[config.mk]
export PLATFORM = sky130hd
export DESIGN_NAME = vpa_cell
export DESIGN_NICKNAME = d
export VERILOG_FILES = /design/src/rtl/vpa_pkg.sv /design/src/rtl/vpa_cell.sv
export SDC_FILE = /design/constraint.sdc
export NUM_CORES = 1
export LEC_CHECK = 0
export BUFFER_PORTS_ARGS = -buffer_cell sky130_fd_sc_hd__clkbuf_2
export CORE_ASPECT_RATIO = 0.75
export CORE_MARGIN = 2
export CORE_UTILIZATION = 49
export CTS_CLUSTER_SIZE = 25
export DETAILED_ROUTE_END_ITERATION = 10
export GPL_TIMING_DRIVEN = 1
export PLACE_DENSITY = 0.82
export SLEW_MARGIN = 20
export SYNTH_ARGS = -nofsm -noshare
export SYNTH_HDL_FRONTEND = slang
export SYNTH_SLANG_ARGS = --single-unit
[constraint.sdc]
create_clock -name clk -period 3.7 [get_ports clk]
set_clock_uncertainty 0.15 [all_clocks]
set_input_delay 0.555 -clock clk [delete_from_list [all_inputs] [get_ports clk]]
set_output_delay 0.555 -clock clk [all_outputs]
set_load 0.05 [all_outputs]
[src/rtl/vpa_pkg.sv]
// shared types, constants and codes of the variable partition allocator
package vpa_pkg;

  localparam int MEM_UNITS  = 256;
  localparam int MAX_PARTS  = 64;
  localparam int OWNER_BITS = 8;

  localparam int IDX_W  = $clog2(MAX_PARTS);
  localparam int CNT_W  = $clog2(MAX_PARTS + 1);
  localparam int SIZE_W = 9;
  localparam int ADDR_W = 8;

  // request kinds
  localparam logic OP_ALLOC = 1'b0;
  localparam logic OP_FREE  = 1'b1;

  // result status
  localparam logic [1:0] ST_DONE  = 2'd0;
  localparam logic [1:0] ST_NOFIT = 2'd1;
  localparam logic [1:0] ST_FULL  = 2'd2;

  // fit policy
  localparam logic [1:0] FIT_FIRST = 2'd0;
  localparam logic [1:0] FIT_BEST  = 2'd1;
  localparam logic [1:0] FIT_WORST = 2'd2;

  // register indexes
  localparam logic REG_FIT_MODE    = 1'b0;
  localparam logic REG_TOTAL_UNITS = 1'b1;

  // cell commands
  localparam logic [2:0] CMD_HOLD  = 3'd0;
  localparam logic [2:0] CMD_ROT   = 3'd1;
  localparam logic [2:0] CMD_INIT  = 3'd2;
  localparam logic [2:0] CMD_GRANT = 3'd3;
  localparam logic [2:0] CMD_SPLIT = 3'd4;
  localparam logic [2:0] CMD_MERGE = 3'd5;

  typedef struct packed {
    logic [ADDR_W-1:0]     start;
    logic [SIZE_W-1:0]     size;
    logic [OWNER_BITS-1:0] owner;
  } row_t;

  typedef struct packed {
    logic [2:0]            cmd;
    logic [IDX_W-1:0]      sel;
    logic [OWNER_BITS-1:0] grant_owner;
    logic [SIZE_W-1:0]     grant_size;
    row_t                  wr_row;
  } cell_ctl_t;

  typedef struct packed {
    logic                  op;
    logic [OWNER_BITS-1:0] owner_id;
    logic [SIZE_W-1:0]     request_size;
  } in_t;

  typedef struct packed {
    logic [1:0]        status;
    logic [ADDR_W-1:0] start_address;
    logic [SIZE_W-1:0] freed_units;
  } out_t;

endpackage

[src/rtl/vpa_cell.sv]
// one row of the partition table with its neighbor hand-off
module vpa_cell (
  input  logic                    clk,
  input  logic                    rst,
  input  logic [vpa_pkg::IDX_W-1:0] idx,
  input  vpa_pkg::cell_ctl_t      ctl,
  input  vpa_pkg::row_t           left,
  input  vpa_pkg::row_t           right,
  output vpa_pkg::row_t           row,
  output logic                    can_merge
);
  import vpa_pkg::*;

  row_t row_next;
  logic [IDX_W:0] idx_x;
  logic [IDX_W:0] sel_x;
  logic [IDX_W:0] sel_p1;

  assign idx_x  = {1'b0, idx};
  assign sel_x  = {1'b0, ctl.sel};
  assign sel_p1 = sel_x + (IDX_W+1)'(1);

  assign can_merge = (idx == ctl.sel) && (row.owner == '0) && (right.owner == '0);

  always_comb begin
    row_next = row;
    case (ctl.cmd)
      CMD_ROT: row_next = right;
      CMD_INIT: begin
        if (idx == '0) row_next = ctl.wr_row;
      end
      CMD_GRANT: begin
        if (idx == ctl.sel) begin
          row_next.owner = ctl.grant_owner;
          row_next.size  = ctl.grant_size;
        end
      end
      CMD_SPLIT: begin
        if (idx_x == sel_x) begin
          row_next.owner = ctl.grant_owner;
          row_next.size  = ctl.grant_size;
        end else if (idx_x == sel_p1) begin
          row_next = ctl.wr_row;
        end else if (idx_x > sel_p1) begin
          row_next = left;
        end
      end
      CMD_MERGE: begin
        if (idx == ctl.sel) begin
          row_next.size = row.size + right.size;
        end else if (idx > ctl.sel) begin
          row_next = right;
        end
      end
      default: row_next = row;
    endcase
  end

  always_ff @(posedge clk) begin
    if (rst) begin
      if (idx == '0) begin
        row.start <= '0;
        row.size  <= SIZE_W'(MEM_UNITS);
        row.owner <= '0;
      end
    end else begin
      row <= row_next;
    end
  end

endmodule

==> impl_metrics.yaml <==
status:
  status: "completed"
synth:
  yosysMostFrequentCell: "nor2_1"
  ys_seq_area_frac: 0.2445
  netlist_area_um2: 3070
  synth_common_cells: "nor2_1, a21oi_1, edfxtp_1"
  ys.flop_type: "edfxtp_1"
  postSynth.asyncResetShare: 0
  synth_area_leader_cell: "edfxtp_1"
  synth_edf_count: 25
  synth_top_area_frac: 0.2445
  synth_nets: 493
  synthCells: 362
  synth-seq-cells: 25
  syn-mean-instance-area_um2: 8.482
  synth.area.top_cells: "edfxtp_1, ha_1, nor2_1"
  yosysWarnings: 0
  ys_types: 57
worst_setup_path:
  cpMostUsedCell: "ha_1"
  max_stage_delay_ns: 0.46
  crit_chain: "clkbuf_2, ha_1, xnor2_1, ha_1, and4_1, nand4_4, mux2_4, a222oi_1, nor2_1"
  crit_buf_inv: 1
  critical-path-top-delay-family: "simple AND/OR/NAND/NOR gates"
  worstSetupStartpointType: "input port"
  crit_fanout: 23
  end_kind: "flop"
  cp_slowest_cell: "mux2_4"
  crit_type: "input port to flop"
  rrSetupSlack_ns: 1.10
  required_ns: 3.57
  cp_data_arrival_time_ns: 2.87
layout:
  final_layout_size_suffix_gt1_frac: 0.3649
  largest_reg_flops: 25
  multi_input_area_um2: 2132
  seq_area_um2: 750.7
  reg_top3: "row: 25 flops"
  syn2layout_area_growth_pct: 24.29
  regMostFlops: "row"
  fillers: 560
  fin_cells: 563
  final_nets: 617
  diodes: 0
drt:
  drt-initial-drc-count: 331
  firstDrtPassIters: 6
  ant_nets: 0
  viasPerCell: 6.336
  drcViolationCount: 0
  drt_wl_total_mm: 10.21
  vias: 3567
  wire_per_inst_um: 18.13
floorplan:
  die_h_um: 72.56
  core_area_um2: 5946
  num_rows: 24
  fp.dieArea_um2: 6922
  start_util: 0.5164
  fp.dieW_um: 95.41
  ioPinCount: 135
sta:
  fin_crit_sh: 0.8107
  max_freq_ghz: 0.3334
  fin_tns_setup_ns: 0
  slew_headroom: 0.4472
  hold_viol_final: 0
  finalSetupViolCount: 0
  min_period_ns: 3.000
  drv_slew: 0
  rsz0062_at_grt: "false"
  worst_pin_slew_ns: 0.8262
  fin_ws_ns: 0.7004
  holdWs_ns: 0.4573
global_routing:
  grt_max_degree: 42
  grt_pass1_vias: 3342
  grt_overflow: 0
  antenna_found_initial: 0
  grt_use_total: 0.2882
  grt_pass1_wl_mm: 15.79
place:
  io_buffer_count: 134
  dp_hpwl_mm: 7.914
  gp_congestion: 0.9206
  place_ws_ns: 0.3900
  placed_cells: 559
power_and_ir_drop:
  ir_worst_vdd_v: 0.0001646
  switching_share: 0.4110
  intPower_uw: 613.7
  seqPwrFrac: 0.346
  pwr-share-clk: 0.172
  p_leak_nw: 1.702
  combPwrFrac: 0.482
  p_sw_uw: 428.2
  p_per_area_nw_per_um2: 273.0
cts:
  cts_resized: 0
  h-tree-depth: 1
  cts_setup_buffers: 0
  cts.clk_slew.worst_paths_ns: 0.11
  clock_latency_ns: 0.27
  root_buffer: "clkbuf_8"
  tritoncts: "done"
  clock_sinks: 25
  clock_path_buffers: 2
  numCtsBuffers: 3
  hold_buffers: 0
run:
  maxCapViolCount: 0
hold_path:
  hp-class: "input port to flop"
-- worst reg2reg max path: stages, from the launching register on --
cell and delay (ns):
edfxtp_1 0.38, ha_1 0.19, inv_1 0.06, fa_1 0.38, nand2b_1 0.19, a21oi_1 0.28
o41ai_1 0.15, xnor2_1 0.21, mux2i_1 0.22, o221ai_1 0.15
-- power by group through the flow --
stage | Clock (mW) | Sequential [mW] | Combinational, mW
CTS | 0.177 | 0.360 | 0.497
global placement | 0 | 0.365 | 0.481
finish | 0.179 | 0.361 | 0.502
detailed placement | 0 | 0.367 | 0.495
floorplan | 0 | 0.453 | 0.247
global route | 0.185 | 0.363 | 0.545
-- layout make-up --
| type | instances | area share |
|---|---|---|
| Tap cell | 78 | 0.02557 |
| Clock buffer | 4 | 0.01180 |
| Inverter | 14 | 0.01377 |
| Sequential cell | 25 | 0.1967 |
| Timing Repair Buffer | 143 | 0.1934 |
| Multi-Input combinational cell | 299 | 0.5587 |
-- routing by layer --
metal  vias up  track usage  routed length [um]
li1       1658            -                   -
met1      1681       0.4051                4323
met2       220       0.4617                4635
met3         8      0.04881                1162
met4         0      0.07619                  83
met5         -            0                   0
-- cells in the final DEF (no fill, tap or decap), drive strengths merged, types with 5 or more instances in the layout --
master  synthesis  final
ha             21     21
a221oi          7      7
nor3            6      6
a21oi          32     32
o21ai          14     14
nand2b          8      8
edfxtp         25     25
a211oi          8      8
mux2i           8      8
inv            14     14
xnor2           7      7
a22oi           7      7
buf            12      9
nor2b           5      5
nand3           7      7
clkbuf         12    138
a222oi          8      8
mux2           18     18
nand2          22     22
nor2           53     53
a22o           11     11
nor4            6      6
-- worst paths after layout --
check / start / to / cells after the start
worst max register to register: row[8] / row[16] / 9
worst min-delay path: ctl[38] / row[4] / 3
worst max-delay path: ctl[42] / row[20] / 9
worst min register to register: row[16] / row[16] / 3
-- logic make-up (layout without fill, tap and decap cells) --
kind of cell | count (synthesis) | in the layout | share of synthesized area
AO/OA/AOI/OAI | 124 | 124 | 0.2926
XOR/XNOR | 8 | 8 | 0.02282
adder cells (fa/ha/maj) | 22 | 22 | 0.09209
buffers and inverters | 38 | 161 | 0.06112
flip-flops | 25 | 25 | 0.2445
multiplexers | 26 | 26 | 0.09699
AND/OR/NAND/NOR | 119 | 119 | 0.1899
-- per-stage QoR --
step | util | power, mW | instance area [um^2]
global route | 0.6418 | 1.094 | 3816
finish | 0.6418 | 1.042 | 3816
global placement | 0.6343 | 0.8456 | 3771
detailed placement | 0.6343 | 0.8613 | 3771
floorplan | - | 0.7000 | 3070
CTS | 0.6418 | 1.033 | 3816
(Power assumes the default switching activity.)
